--- config.mk ---
export PLATFORM = sky130hd
export DESIGN_NAME = spectrogram_colormap
export DESIGN_NICKNAME = d
export VERILOG_FILES = /design/src/hdl/scm_pkg.sv /design/src/hdl/scm_front.sv /design/src/hdl/scm_div.sv /design/src/hdl/scm_interp.sv /design/src/hdl/spectrogram_colormap.sv
export SDC_FILE = /design/constraint.sdc
export NUM_CORES = 2
export LEC_CHECK = 0
export ABC_AREA = 1
export BUFFER_PORTS_ARGS = -buffer_cell sky130_fd_sc_hd__buf_2
export CORE_ASPECT_RATIO = 1.4
export CORE_MARGIN = 2
export CORE_UTILIZATION = 30
export DETAILED_ROUTE_END_ITERATION = 7
export PLACE_DENSITY = 0.48
export SLEW_MARGIN = 20
export SYNTH_ARGS = -nofsm -noshare
export SYNTH_HDL_FRONTEND = slang
export SYNTH_SLANG_ARGS = --single-unit
export TNS_END_PERCENT = 100
--- constraint.sdc ---
create_clock -name clk -period 18.9 [get_ports clk]
set_clock_uncertainty 0.15 [all_clocks]
set_input_delay 2.835 -clock clk [delete_from_list [all_inputs] [get_ports clk]]
set_output_delay 2.835 -clock clk [all_outputs]
set_load 0.01 [all_outputs]
--- src/hdl/scm_pkg.sv ---
// shared types, constants and color tables for the spectrogram color mapper
package scm_pkg;

  localparam int ADDR_W = 4;
  localparam int DATA_W = 32;
  localparam int REG_W = 2;

  typedef logic [REG_W-1:0] reg_idx_t;

  localparam reg_idx_t REG_MAP = 2'd0;
  localparam reg_idx_t REG_LOW = 2'd1;
  localparam reg_idx_t REG_HIGH = 2'd2;

  localparam int LIMIT_W = 16;
  localparam int SEL_W = 2;
  localparam int MAPS = 3;

  typedef logic [SEL_W-1:0] map_sel_t;

  localparam map_sel_t MAP_VIRIDIS = 2'd0;
  localparam map_sel_t MAP_INFERNO = 2'd1;
  localparam map_sel_t MAP_PLASMA = 2'd2;
  localparam map_sel_t MAP_UNUSED = 2'd3;

  localparam logic signed [LIMIT_W-1:0] HIGH_RESET = 16'sd256;

  typedef struct packed {
    map_sel_t map_select;
    logic signed [LIMIT_W-1:0] low_limit;
    logic signed [LIMIT_W-1:0] high_limit;
  } cfg_t;

  // normalized fraction: 16-bit numerator, 17-bit quotient up to 1.0
  localparam int NUM_W = 16;
  localparam int FRAC_W = 17;
  localparam int FRAC_SHIFT = 16;
  localparam int DIV_STEPS = 3;

  localparam int KNOTS = 9;
  localparam int KNOT_IDX_W = 4;
  localparam int SEG_W = 3;
  localparam int CHANNELS = 3;
  localparam int COLOR_W = 8;
  localparam int GAP_W = 14;
  localparam int PROD_W = 22;
  localparam int DSOR_W = 15;
  localparam int DVD_W = 23;

  typedef logic [COLOR_W-1:0] color_t;

  localparam logic [GAP_W-1:0] GAP_WIDE = 14'd8520;
  localparam logic [GAP_W-1:0] GAP_NARROW = 14'd7864;

  localparam logic [FRAC_W-1:0] KNOT_POS [KNOTS] = '{
    17'd0, 17'd8520, 17'd16384, 17'd24904, 17'd32768,
    17'd41288, 17'd49152, 17'd57672, 17'd65536
  };

  localparam color_t MAP_RGB [MAPS][KNOTS][CHANNELS] = '{
    '{ '{68, 1, 84}, '{71, 44, 122}, '{59, 81, 139}, '{44, 113, 142},
       '{33, 144, 140}, '{39, 173, 129}, '{92, 200, 99}, '{170, 220, 50},
       '{253, 231, 37} },
    '{ '{0, 0, 4}, '{31, 12, 72}, '{85, 15, 109}, '{136, 19, 97},
       '{186, 25, 51}, '{219, 51, 28}, '{232, 113, 32}, '{236, 173, 55},
       '{252, 255, 164} },
    '{ '{13, 8, 135}, '{84, 2, 163}, '{139, 10, 165}, '{185, 50, 137},
       '{219, 92, 104}, '{244, 136, 73}, '{254, 188, 43}, '{240, 249, 33},
       '{240, 249, 33} }
  };

endpackage

--- src/hdl/scm_front.sv ---
// input stage: clamp to the window, numerator and span for normalization
module scm_front #(
  parameter int SAMPLE_BITS = 16
) (
  input  logic clk,
  input  logic rst,
  input  scm_pkg::cfg_t cfg,
  input  logic in_valid,
  output logic in_stall,
  input  logic signed [SAMPLE_BITS-1:0] in_sample,
  output logic out_valid,
  input  logic out_stall,
  output logic [scm_pkg::NUM_W-1:0] out_num,
  output logic [scm_pkg::NUM_W-1:0] out_span,
  output scm_pkg::map_sel_t out_sel
);

  localparam int CW = (SAMPLE_BITS > scm_pkg::LIMIT_W ? SAMPLE_BITS : scm_pkg::LIMIT_W) + 1;

  logic signed [CW-1:0] v_x;
  logic signed [CW-1:0] lo_x;
  logic signed [CW-1:0] hi_x;
  logic signed [CW-1:0] v_clamp;
  logic signed [CW-1:0] num_full;
  logic signed [CW-1:0] span_full;
  logic empty;
  logic adv;
  logic [scm_pkg::NUM_W-1:0] num_next;
  logic [scm_pkg::NUM_W-1:0] span_next;
  scm_pkg::map_sel_t sel_next;

  assign v_x = CW'(in_sample);
  assign lo_x = CW'(cfg.low_limit);
  assign hi_x = CW'(cfg.high_limit);
  assign empty = (hi_x <= lo_x);

  always_comb begin
    if (v_x < lo_x) begin
      v_clamp = lo_x;
    end else if (v_x > hi_x) begin
      v_clamp = hi_x;
    end else begin
      v_clamp = v_x;
    end
    num_full = v_clamp - lo_x;
    span_full = hi_x - lo_x;
    // empty window: zero over one gives the first knot
    if (empty) begin
      num_next = '0;
      span_next = scm_pkg::NUM_W'(1);
    end else begin
      num_next = num_full[scm_pkg::NUM_W-1:0];
      span_next = span_full[scm_pkg::NUM_W-1:0];
    end
    if (cfg.map_select == scm_pkg::MAP_UNUSED) begin
      sel_next = scm_pkg::MAP_VIRIDIS;
    end else begin
      sel_next = cfg.map_select;
    end
  end

  assign adv = !out_valid || !out_stall;
  assign in_stall = !adv;

  always_ff @(posedge clk) begin
    if (rst) begin
      out_valid <= 1'b0;
    end else if (adv) begin
      out_valid <= in_valid;
    end
  end

  always_ff @(posedge clk) begin
    if (adv) begin
      out_num <= num_next;
      out_span <= span_next;
      out_sel <= sel_next;
    end
  end

endmodule

--- src/hdl/scm_div.sv ---
// pipelined restoring divider, several quotient bits per stage, shared divisor
module scm_div #(
  parameter int DW = 16,
  parameter int QW = 17,
  parameter int LANES = 1,
  parameter int STEPS = 3,
  parameter int PW = 2
) (
  input  logic clk,
  input  logic rst,
  input  logic in_valid,
  output logic in_stall,
  input  logic [DW-1:0] in_div,
  input  logic [LANES-1:0][DW+QW-1:0] in_dvd,
  input  logic [PW-1:0] in_pay,
  output logic out_valid,
  input  logic out_stall,
  output logic [LANES-1:0][QW-1:0] out_quo,
  output logic [PW-1:0] out_pay
);

  localparam int NS = (QW + STEPS - 1) / STEPS;

  logic [NS-1:0] vld;
  logic [NS:0] adv;
  logic [NS-1:0][DW-1:0] dvs;
  logic [NS-1:0][LANES-1:0][DW-1:0] rem;
  logic [NS-1:0][LANES-1:0][QW-1:0] low;
  logic [NS-1:0][PW-1:0] pay;

  assign adv[NS] = !out_stall;
  assign in_stall = !adv[0];

  for (genvar s = 0; s < NS; s++) begin : g_stage
    logic src_vld;
    logic [DW-1:0] src_dvs;
    logic [LANES-1:0][DW-1:0] src_rem;
    logic [LANES-1:0][QW-1:0] src_low;
    logic [PW-1:0] src_pay;
    logic [LANES-1:0][DW-1:0] rem_next;
    logic [LANES-1:0][QW-1:0] low_next;

    if (s == 0) begin : g_first
      always_comb begin
        src_vld = in_valid;
        src_dvs = in_div;
        src_pay = in_pay;
        for (int l = 0; l < LANES; l++) begin
          src_rem[l] = in_dvd[l][DW+QW-1:QW];
          src_low[l] = in_dvd[l][QW-1:0];
        end
      end
    end else begin : g_rest
      always_comb begin
        src_vld = vld[s-1];
        src_dvs = dvs[s-1];
        src_pay = pay[s-1];
        src_rem = rem[s-1];
        src_low = low[s-1];
      end
    end

    // low word shifts dividend bits out at the top and quotient bits in at the bottom
    always_comb begin
      logic [DW+1:0] trial;
      rem_next = src_rem;
      low_next = src_low;
      trial = '0;
      for (int j = 0; j < STEPS; j++) begin
        if (s * STEPS + j < QW) begin
          for (int l = 0; l < LANES; l++) begin
            trial = {1'b0, rem_next[l], low_next[l][QW-1]} - {2'b00, src_dvs};
            if (!trial[DW+1]) begin
              rem_next[l] = trial[DW-1:0];
              low_next[l] = {low_next[l][QW-2:0], 1'b1};
            end else begin
              rem_next[l] = {rem_next[l][DW-2:0], low_next[l][QW-1]};
              low_next[l] = {low_next[l][QW-2:0], 1'b0};
            end
          end
        end
      end
    end

    assign adv[s] = !vld[s] || adv[s+1];

    always_ff @(posedge clk) begin
      if (rst) begin
        vld[s] <= 1'b0;
      end else if (adv[s]) begin
        vld[s] <= src_vld;
      end
    end

    always_ff @(posedge clk) begin
      if (adv[s]) begin
        dvs[s] <= src_dvs;
        rem[s] <= rem_next;
        low[s] <= low_next;
        pay[s] <= src_pay;
      end
    end
  end

  assign out_valid = vld[NS-1];
  assign out_quo = low[NS-1];
  assign out_pay = pay[NS-1];

endmodule

--- src/hdl/scm_interp.sv ---
// segment search, knot color lookup and interpolation products
module scm_interp (
  input  logic clk,
  input  logic rst,
  input  logic in_valid,
  output logic in_stall,
  input  logic [scm_pkg::FRAC_W-1:0] in_u,
  input  scm_pkg::map_sel_t in_sel,
  output logic out_valid,
  input  logic out_stall,
  output logic [scm_pkg::DSOR_W-1:0] out_dsor,
  output logic [scm_pkg::CHANNELS-1:0][scm_pkg::DVD_W-1:0] out_dvd
);

  logic adv_a;
  logic adv_b;
  logic adv_c;
  logic a_vld;
  logic b_vld;

  logic [scm_pkg::SEG_W-1:0] seg;
  logic [scm_pkg::KNOT_IDX_W-1:0] seg_lo;
  logic [scm_pkg::KNOT_IDX_W-1:0] seg_hi;
  logic [scm_pkg::GAP_W-1:0] d_next;
  logic [scm_pkg::GAP_W-1:0] e_next;
  scm_pkg::color_t [scm_pkg::CHANNELS-1:0] c0_next;
  scm_pkg::color_t [scm_pkg::CHANNELS-1:0] c1_next;

  scm_pkg::color_t [scm_pkg::CHANNELS-1:0] a_c0;
  scm_pkg::color_t [scm_pkg::CHANNELS-1:0] a_c1;
  logic [scm_pkg::GAP_W-1:0] a_d;
  logic [scm_pkg::GAP_W-1:0] a_e;

  logic [scm_pkg::GAP_W-1:0] a_rest;
  logic [scm_pkg::CHANNELS-1:0][scm_pkg::PROD_W-1:0] p0_next;
  logic [scm_pkg::CHANNELS-1:0][scm_pkg::PROD_W-1:0] p1_next;
  logic [scm_pkg::CHANNELS-1:0][scm_pkg::PROD_W-1:0] b_p0;
  logic [scm_pkg::CHANNELS-1:0][scm_pkg::PROD_W-1:0] b_p1;
  logic [scm_pkg::GAP_W-1:0] b_d;

  logic [scm_pkg::CHANNELS-1:0][scm_pkg::DVD_W-1:0] dvd_next;

  // first segment whose upper knot is at or above u
  always_comb begin
    seg = '0;
    for (int k = 1; k < scm_pkg::KNOTS - 1; k++) begin
      if (in_u > scm_pkg::KNOT_POS[k]) begin
        seg = scm_pkg::SEG_W'(k);
      end
    end
    seg_lo = {1'b0, seg};
    seg_hi = seg_lo + 4'd1;
    d_next = scm_pkg::GAP_W'(scm_pkg::KNOT_POS[seg_hi] - scm_pkg::KNOT_POS[seg_lo]);
    e_next = scm_pkg::GAP_W'(in_u - scm_pkg::KNOT_POS[seg_lo]);
    for (int ch = 0; ch < scm_pkg::CHANNELS; ch++) begin
      c0_next[ch] = scm_pkg::MAP_RGB[in_sel][seg_lo][ch];
      c1_next[ch] = scm_pkg::MAP_RGB[in_sel][seg_hi][ch];
    end
  end

  assign a_rest = a_d - a_e;

  always_comb begin
    for (int ch = 0; ch < scm_pkg::CHANNELS; ch++) begin
      p0_next[ch] = scm_pkg::PROD_W'(a_c0[ch]) * scm_pkg::PROD_W'(a_rest);
      p1_next[ch] = scm_pkg::PROD_W'(a_c1[ch]) * scm_pkg::PROD_W'(a_e);
    end
  end

  // rounding numerator 2*acc + d over divisor 2*d
  always_comb begin
    for (int ch = 0; ch < scm_pkg::CHANNELS; ch++) begin
      dvd_next[ch] = {b_p0[ch] + b_p1[ch], 1'b0} + scm_pkg::DVD_W'(b_d);
    end
  end

  assign adv_c = !out_valid || !out_stall;
  assign adv_b = !b_vld || adv_c;
  assign adv_a = !a_vld || adv_b;
  assign in_stall = !adv_a;

  always_ff @(posedge clk) begin
    if (rst) begin
      a_vld <= 1'b0;
      b_vld <= 1'b0;
      out_valid <= 1'b0;
    end else begin
      if (adv_a) begin
        a_vld <= in_valid;
      end
      if (adv_b) begin
        b_vld <= a_vld;
      end
      if (adv_c) begin
        out_valid <= b_vld;
      end
    end
  end

  always_ff @(posedge clk) begin
    if (adv_a) begin
      a_c0 <= c0_next;
      a_c1 <= c1_next;
      a_d <= d_next;
      a_e <= e_next;
    end
    if (adv_b) begin
      b_p0 <= p0_next;
      b_p1 <= p1_next;
      b_d <= a_d;
    end
    if (adv_c) begin
      out_dvd <= dvd_next;
      out_dsor <= {b_d, 1'b0};
    end
  end

endmodule

--- src/hdl/spectrogram_colormap.sv ---
// Spectrogram color mapper: clamps a signed Q8.8 sample to the configured window,
// normalizes it to a 17-bit fraction and interpolates red, green and blue between
// nine knots of the viridis, inferno or plasma map. The block takes one item per
// cycle while sample_stall is low and passes it through 13 register stages: one
// clamp stage, six stages of the normalizing divider (17 quotient bits at three
// bits per stage), three interpolation stages (lookup, multiply, sum) and three
// stages of the rounding divider (8 quotient bits). Bubbles close up as items
// move on, so the input stalls only when every stage holds an item and the
// output is stalled. Registers: map_select at 0x0, low_limit at 0x4, high_limit
// at 0x8; the user must see that they are written only while no item is in
// flight, since the block itself does not enforce it.
module spectrogram_colormap #(
  parameter int SAMPLE_BITS = 16
) (
  input  logic clk,
  input  logic rst,
  input  logic psel,
  input  logic penable,
  input  logic pwrite,
  input  logic [scm_pkg::ADDR_W-1:0] paddr,
  input  logic [scm_pkg::DATA_W-1:0] pwdata,
  output logic [scm_pkg::DATA_W-1:0] prdata,
  output logic pready,
  input  logic sample_valid,
  output logic sample_stall,
  input  logic signed [SAMPLE_BITS-1:0] sample_value,
  output logic color_valid,
  input  logic color_stall,
  output logic [7:0] red,
  output logic [7:0] green,
  output logic [7:0] blue
);

  scm_pkg::cfg_t cfg;
  scm_pkg::reg_idx_t reg_idx;
  logic wr_en;

  logic f_valid;
  logic f_stall;
  logic [scm_pkg::NUM_W-1:0] f_num;
  logic [scm_pkg::NUM_W-1:0] f_span;
  scm_pkg::map_sel_t f_sel;
  logic [0:0][scm_pkg::NUM_W+scm_pkg::FRAC_W-1:0] f_dvd;

  logic u_valid;
  logic u_stall;
  logic [0:0][scm_pkg::FRAC_W-1:0] u_quo;
  scm_pkg::map_sel_t u_sel;

  logic iv_valid;
  logic iv_stall;
  logic [scm_pkg::DSOR_W-1:0] iv_dsor;
  logic [scm_pkg::CHANNELS-1:0][scm_pkg::DVD_W-1:0] iv_dvd;

  logic [scm_pkg::CHANNELS-1:0][scm_pkg::COLOR_W-1:0] rgb;

  assign pready = 1'b1;
  assign reg_idx = paddr[scm_pkg::ADDR_W-1:2];
  assign wr_en = psel && penable && pwrite && pready;

  always_ff @(posedge clk) begin
    if (rst) begin
      cfg.map_select <= scm_pkg::MAP_VIRIDIS;
      cfg.low_limit <= '0;
      cfg.high_limit <= scm_pkg::HIGH_RESET;
    end else if (wr_en) begin
      case (reg_idx)
        scm_pkg::REG_MAP: begin
          cfg.map_select <= pwdata[scm_pkg::SEL_W-1:0];
        end
        scm_pkg::REG_LOW: begin
          cfg.low_limit <= pwdata[scm_pkg::LIMIT_W-1:0];
        end
        scm_pkg::REG_HIGH: begin
          cfg.high_limit <= pwdata[scm_pkg::LIMIT_W-1:0];
        end
        default: begin
        end
      endcase
    end
  end

  always_comb begin
    case (reg_idx)
      scm_pkg::REG_MAP: begin
        prdata = scm_pkg::DATA_W'(cfg.map_select);
      end
      scm_pkg::REG_LOW: begin
        prdata = scm_pkg::DATA_W'(cfg.low_limit);
      end
      scm_pkg::REG_HIGH: begin
        prdata = scm_pkg::DATA_W'(cfg.high_limit);
      end
      default: begin
        prdata = '0;
      end
    endcase
  end

  scm_front #(
    .SAMPLE_BITS(SAMPLE_BITS)
  ) u_front (
    .clk(clk),
    .rst(rst),
    .cfg(cfg),
    .in_valid(sample_valid),
    .in_stall(sample_stall),
    .in_sample(sample_value),
    .out_valid(f_valid),
    .out_stall(f_stall),
    .out_num(f_num),
    .out_span(f_span),
    .out_sel(f_sel)
  );

  // u = num * 65536 / span
  assign f_dvd[0] = {1'b0, f_num, {scm_pkg::FRAC_SHIFT{1'b0}}};

  scm_div #(
    .DW(scm_pkg::NUM_W),
    .QW(scm_pkg::FRAC_W),
    .LANES(1),
    .STEPS(scm_pkg::DIV_STEPS),
    .PW(scm_pkg::SEL_W)
  ) u_norm_div (
    .clk(clk),
    .rst(rst),
    .in_valid(f_valid),
    .in_stall(f_stall),
    .in_div(f_span),
    .in_dvd(f_dvd),
    .in_pay(f_sel),
    .out_valid(u_valid),
    .out_stall(u_stall),
    .out_quo(u_quo),
    .out_pay(u_sel)
  );

  scm_interp u_interp (
    .clk(clk),
    .rst(rst),
    .in_valid(u_valid),
    .in_stall(u_stall),
    .in_u(u_quo[0]),
    .in_sel(u_sel),
    .out_valid(iv_valid),
    .out_stall(iv_stall),
    .out_dsor(iv_dsor),
    .out_dvd(iv_dvd)
  );

  scm_div #(
    .DW(scm_pkg::DSOR_W),
    .QW(scm_pkg::COLOR_W),
    .LANES(scm_pkg::CHANNELS),
    .STEPS(scm_pkg::DIV_STEPS),
    .PW(1)
  ) u_round_div (
    .clk(clk),
    .rst(rst),
    .in_valid(iv_valid),
    .in_stall(iv_stall),
    .in_div(iv_dsor),
    .in_dvd(iv_dvd),
    .in_pay(1'b0),
    .out_valid(color_valid),
    .out_stall(color_stall),
    .out_quo(rgb),
    .out_pay()
  );

  assign red = rgb[0];
  assign green = rgb[1];
  assign blue = rgb[2];

  a_stall_only_when_full: assert property (@(posedge clk) disable iff (rst)
    sample_stall |-> color_valid && color_stall)
    else $error("input stalled while the output side was free");

  a_frac_in_range: assert property (@(posedge clk) disable iff (rst)
    u_valid |-> u_quo[0] <= scm_pkg::KNOT_POS[scm_pkg::KNOTS-1])
    else $error("normalized fraction above one");

  a_knot_gap: assert property (@(posedge clk) disable iff (rst)
    iv_valid |-> (iv_dsor == {scm_pkg::GAP_WIDE, 1'b0}) ||
                 (iv_dsor == {scm_pkg::GAP_NARROW, 1'b0}))
    else $error("rounding divisor is not a knot gap");

endmodule
# Word level (Yosys, flattened, before mapping)
# Memories as Yosys holds them, arrays and structs flattened.
# Cells that the tools add are included.
[word_totals]
ff_bits = 810
rom_bits = 544
output_inout_bits = 59
memories = 2
[memory_table]
columns = ["name", "depth", "word_bits", "read_ports", "rd_ports_with_merged_regs", "wr", "line", "rtl"]
rows = [
  ["(no name shown)", 16, 17, 1, 0, 0, "scm_interp.sv:53", "d_next = scm_pkg::GAP_W'(scm_pkg::KNOT_POS[seg_hi] - scm_pkg::KNOT_POS[seg_lo]);"],
  ["(no name shown)", 16, 17, 1, 0, 0, "scm_interp.sv:53", ""],
]
[classes]
reduce_logical = 34
bitwise = 3
n_addsub = 53
order_cmp = 13
multipliers = 6
muxes = 101
eq_ne = 3
[op_table]
columns = ["cell", "n"]
rows = [
  ["$bmux 216 s2", 1],
  ["$mux 216", 2],
  ["$sub 16x15->17", 24],
  ["$mux 15", 21],
  ["$mux 16", 18],
  ["$sub 17x16->18", 16],
  ["$bmux 24 s4", 2],
  ["$mul 8x14->22", 6],
  ["$mux 24", 4],
  ["$pmux 32 s3", 1],
  ["$add 23x14->23", 3],
  ["$gt 17x16->1 const B", 4],
  ["$add 22x22->22", 3],
  ["$mux 14", 4],
  ["$mux 1", 42],
  ["$sub 14x14->14", 3],
  ["$gt 17x15->1 const B", 2],
  ["$sub 16x16->16", 2],
  ["$gt 17x14->1 const B", 1],
  ["$sub 16x16->17", 1],
  ["$gt 16x16->1", 1],
  ["$le 16x16->1", 1],
  ["$lt 16x16->1", 1],
  ["$logic_not 1->1", 15],
  ["14 further kinds", 35],
]

# Longest topological paths before layout
[depth]
word_depth = 15
depth_mapped = 47
depth_no_buf = 44

# Hierarchy
# Synthesis repeated with hierarchy kept, for this count alone.
[hier_totals]
hier_cells = 12836
hier_area_um2 = 95858.2
[by_module_without_submodules]
columns = ["mod", "n_inst", "area_per_inst_um2", "cells_per_inst", "seq_area_each_um2"]
rows = [
  ["scm_interp", 1, 37304.5, 4544, 8137.8],
  ["scm_div (u_round_div)", 1, 26745.7, 3921, 5915.7],
  ["scm_div (u_norm_div)", 1, 26130.1, 3572, 8348.0],
  ["scm_front", 1, 3897.5, 515, 1041.0],
  ["spectrogram_colormap", 1, 1780.5, 284, 680.7],
]

# Least setup slack after synthesis
# No wires, ideal clock.
[synth_timing]
kind = "in2out"
startpoint = "in color_stall"
endpoint = "out sample_stall"
setup_slack_ps = 5813
t_required_ps = 15915
cell_stages = 16
arrival_time_ps = 10102
cell_sequence = "nand2_1 nor2_1 inv_1 nor2_1 inv_2 nor2_2 nand2_2 nor2_4 nand2_2 nor2_2 nand2_2 nor2_4 nand2_2 nor2_2 nand2_1 inv_2"
[synth_via]
elab_chain_len = 15
[synth_rtl]
columns = ["item", "line", "rtl"]
rows = [
  ["from (decl)", "spectrogram_colormap.sv:28", "input logic color_stall,"],
  ["$logic_not 1->1", "scm_div.sv:31", "assign adv[NS] = !out_stall;"],
  ["$logic_or 1x1->1 (2 in series)", "scm_div.sv:85", "assign adv[s] = !vld[s] || adv[s+1];"],
  ["via u_round_div.adv[1]", "scm_div.sv:25", "logic [NS:0] adv;"],
  ["$logic_or 1x1->1", "scm_div.sv:85", ""],
  ["via u_round_div.adv[0]", "scm_div.sv:25", ""],
  ["$logic_or 1x1->1", "scm_interp.sv:77", "assign adv_c = !out_valid || !out_stall;"],
  ["$logic_or 1x1->1", "scm_interp.sv:78", "assign adv_b = !b_vld || adv_c;"],
  ["via u_interp.adv_b", "scm_interp.sv:16", "logic adv_b;"],
  ["[2 not listed]", "--", ""],
  ["via u_norm_div.adv[5]", "scm_div.sv:25", ""],
  ["$logic_or 1x1->1 (2 in series)", "scm_div.sv:85", ""],
  ["via u_norm_div.adv[3]", "scm_div.sv:25", ""],
  ["$logic_or 1x1->1 (2 in series)", "scm_div.sv:85", ""],
  ["via u_norm_div.adv[1]", "scm_div.sv:25", ""],
  ["$logic_or 1x1->1", "scm_div.sv:85", ""],
  ["$logic_or 1x1->1", "scm_front.sv:62", "assign adv = !out_valid || !out_stall;"],
  ["$logic_not 1->1", "scm_front.sv:63", "assign in_stall = !adv;"],
  ["to (decl)", "spectrogram_colormap.sv:25", "output logic sample_stall,"],
]
# The timed path passes the listed nets, and every way through them passes these cells.

# Worst setup path in the final report
[layout_timing]
startpoint = "in color_stall"
endpoint = "out sample_stall"
[layout_via]
elab_chain_len = 15
[layout_rtl]
columns = ["item", "line"]
rows = [
  ["$logic_not 1->1", "scm_div.sv:31"],
  ["$logic_or 1x1->1", "scm_div.sv:85"],
  ["via u_round_div.adv[2]", "scm_div.sv:25"],
  ["$logic_or 1x1->1", "scm_div.sv:85"],
  ["via u_round_div.adv[1]", "scm_div.sv:25"],
  ["$logic_or 1x1->1", "scm_div.sv:85"],
  ["via u_round_div.adv[0]", "scm_div.sv:25"],
  ["$logic_or 1x1->1", "scm_interp.sv:77"],
  ["[1 not listed]", "--"],
  ["via u_interp.adv_b", "scm_interp.sv:16"],
  ["[2 not listed]", "--"],
  ["via u_norm_div.adv[5]", "scm_div.sv:25"],
  ["$logic_or 1x1->1 (2 in series)", "scm_div.sv:85"],
  ["via u_norm_div.adv[3]", "scm_div.sv:25"],
  ["$logic_or 1x1->1 (2 in series)", "scm_div.sv:85"],
  ["via u_norm_div.adv[1]", "scm_div.sv:25"],
  ["$logic_or 1x1->1", "scm_div.sv:85"],
  ["$logic_or 1x1->1", "scm_front.sv:62"],
  ["$logic_not 1->1", "scm_front.sv:63"],
]
# The timed path passes the listed nets, and every way through them passes these cells.

==> results.ini <==
[outcome]
status=completed

[yosys]
synth_fa_ha_area_frac=0.259
synthSimpleGateAreaFrac=0.208
synthCells=10375
synth_ff_type=edfxtp_1
muxShareOfSynthArea=0.000939
ys_ff_latch=719
syn_area_per_cell_um2=7.83
synth-edff-count=672
synth_top_family_by_area=adder cells
synth_compound_area_frac=0.119
synth.distinct_cells=74
synth.largest_area_cell=edfxtp_1
yosys.area.top_type_share=0.248
synth_most_common_cell=nand2_1
ys_warn_count=0
ys_top_cells_by_area=edfxtp_1 25%, ha_1 14%, nand2_1 12%, fa_1 11%, inv_1 7.3%
ys_seq_area_frac=0.260
synthTopCellsByCount=2564 x nand2_1, 1587 x inv_1, 941 x ha_1
async_reset_ff_frac=0
syn_area_mm2=0.0813
synth-xor-area-share=0.0618

[drt]
wl_per_cell_um=17.0
drt_iter0_drc=3004
viasPerCell=4.84
dr.pass1.iters=6
antenna_left=0
wl_um=237000
vias=67686
route.detailed.drc=0

[grt]
grtUsageMet3=0.0152
grt_max_degree=70
grt.busiest_layer=met2
grt_pass1_wl_um=374000
antenna_found_initial=1
track_usage=0.170
use_met1=0.169
grt_pass1_vias=69534
met2_usage=0.345
grt_overflow_total=0

[finish]
nets=11841
drive_above_1_share=0.0511
stdcell_area_mm2=0.0884
fillCellCount=28364
area_delta_synth_final_pct=8.84

[min_path]
hp-start=u_round_div.g_stage[1].src_low[0]
hold-path-endpoint=u_round_div.g_stage[2].src_low[3]
hold_depth=0
min_path_type=flop to flop

[placement]
dp_hpwl_um=195000
place_area_mm2=0.0854
io_buffers=98
preCtsSetupSlack_ps=7110
gp_congestion=0.909

[clock_tree]
ctsHtreeMaxLevel=3
root_buffer=clkbuf_16
cts_setup_buffers=0
clk_pin_slew_worst_paths_ps=60
cts.sinks=719
clockBufferDepth=3
clk_latency_ps=750
cts-buffers-inserted=87
cts_tree=done
cts_resized=0
hold_buffers=0

[sta]
fin_crit_sh=0.611
rsz0062_at_grt=false
timing.setup.tns_ps=0
timing_worst_slew_pin_value_ps=1030
hold_viol=0
fmax_mhz=86.6
setup_viol=0
fin_ws_ps=7360
maxSlewHeadroom=0.310
drv_slew=0
fin_crit_ps=11540

[setup_path]
arrival_ps=8560
cp.required_ps=15920
path_class=input pin to primary output
r2r_slack_ps=10220
end_kind=primary output
rr_worst_depth=26
critPathLaunchType=input pin
cp_max_fo=69
r2r-start=u_norm_div.g_stage[4].src_dvs[12]
timing.rr.end=u_norm_div.g_stage[5].src_rem[15]

[run]
drv_cap=0

[die]
rows=226
die_area_mm2=0.275
core-area_mm2=0.270
fp.dieH_um=620
die_w_um=444
start_util=0.301
io_pins=118

[metal layers]
metal / wire, um / share of wire
met1: 86800 / 0.37
met2: 131000 / 0.55
met3: 5940 / 0.025
met5: 0 / 0
met4: 13300 / 0.056
[registers in the layout (all words and copies together) (netlist names), 14 cells and up]
| register | cells |
|---|---|
| u_interp.b_p1 | 66 |
| u_round_div.out_quo | 24 |
| u_front.out_num | 16 |
| u_interp.a_c0 | 24 |
| u_norm_div.g_stage.src_rem | 80 |
| u_round_div.g_stage.src_low | 30 |
| u_interp.out_dvd | 57 |
| u_front.out_span | 16 |
| u_interp.a_c1 | 24 |
| cfg | 34 |
| u_norm_div.out_quo | 17 |
| u_interp.b_p0 | 66 |
| u_norm_div.g_stage.src_low | 45 |
| u_norm_div.g_stage.src_dvs | 80 |
| u_interp.a_e | 14 |
| u_round_div.g_stage.src_rem | 84 |
[cell families (layout without fill, tap and decap cells)]
logic type	Yosys count	count (layout)
AOI/OAI and AO/OA	1740	1740
xor gates and xnor gates	573	573
adders and majority gates	1406	1406
buffers and inverters	1875	1949
DFF	719	719
muxes	7	7
other	1	4
and+or+nand+nor	4054	4054
[cell usage in the layout, fill, tap and decap left out, drive strengths merged, types with 13 or more instances in the layout]
| cell | synthesis | layout |
|---|---|---|
| nand2 | 2604 | 2604 |
| inv | 1618 | 1631 |
| ha | 941 | 941 |
| a21oi | 834 | 834 |
| edfxtp | 672 | 672 |
| nor2 | 624 | 624 |
| o21ai | 579 | 579 |
| nand3 | 538 | 538 |
| fa | 465 | 465 |
| xor2 | 367 | 367 |
| xnor2 | 206 | 206 |
| buf | 107 | 159 |
| clkbuf | 141 | 100 |
| nand4 | 81 | 81 |
| nor3 | 79 | 79 |
| or2 | 67 | 67 |
| a21o | 54 | 54 |
| dfxtp | 47 | 47 |
| o21bai | 46 | 46 |
| clkinv | 9 | 41 |
| o211ai | 35 | 35 |
| o21a | 30 | 30 |
| a31oi | 29 | 29 |
| o2111ai | 25 | 25 |
| nand3b | 24 | 24 |
| a21boi | 24 | 24 |
| o31ai | 22 | 22 |
| nor4 | 21 | 21 |
| o22ai | 15 | 15 |
| o221ai | 14 | 14 |
| a211oi | 13 | 13 |
[layout make-up]
type,count,area [um2],area share
Clock inverter,63,768,0.00869
Clock buffer,100,2240,0.0253
Sequential cell,719,21100,0.239
Timing Repair Buffer,159,948,0.0107
Tap cell,3534,4420,0.0500
Antenna cell,2,5.00,0.0000566
Inverter,1627,6110,0.0691
Multi-Input combinational cell,7782,52800,0.597
[worst max-delay path by stage]
stage	to	from	slack (ps)	cells after the start
after floorplan	sample_stall	color_stall	5810	16
after global placement	sample_stall	color_stall	7070	23
after detailed placement	sample_stall	color_stall	7110	23
after CTS	sample_stall	color_stall	7110	23
after global routing	sample_stall	color_stall	6630	23
final	sample_stall	color_stall	7360	23
[through the flow]
step / hold slack, ps / util / cells
2_1_floorplan: 250 / - / 10376
5_1_grt: 271 / 0.327 / 13986
4_1_cts: 263 / 0.327 / 13984
3_5_place_dp: 255 / 0.316 / 13821
3_3_place_gp: 252 / 0.316 / 13821
6_report: 264 / 0.327 / 13986
[worst max-delay path, stage by stage]
cell	delay, ps
buf_2	100
nand2_1	50
buf_4	360
nor2_1	110
inv_2	60
buf_4	610
nor2_1	120
inv_2	70
buf_4	620
nor2_2	190
nand2_8	430
nor2_4	100
nand2_2	420
nor2_2	110
nand2_2	70
buf_4	550
nor2_4	60
nand2_2	720
nor2_2	100
nand2_1	110
buf_4	400
inv_2	70
buf_2	150
Power is left out: the tool's default activity adds up to more than one toggle a clock period on the data nets, which glitch-free logic cannot reach.
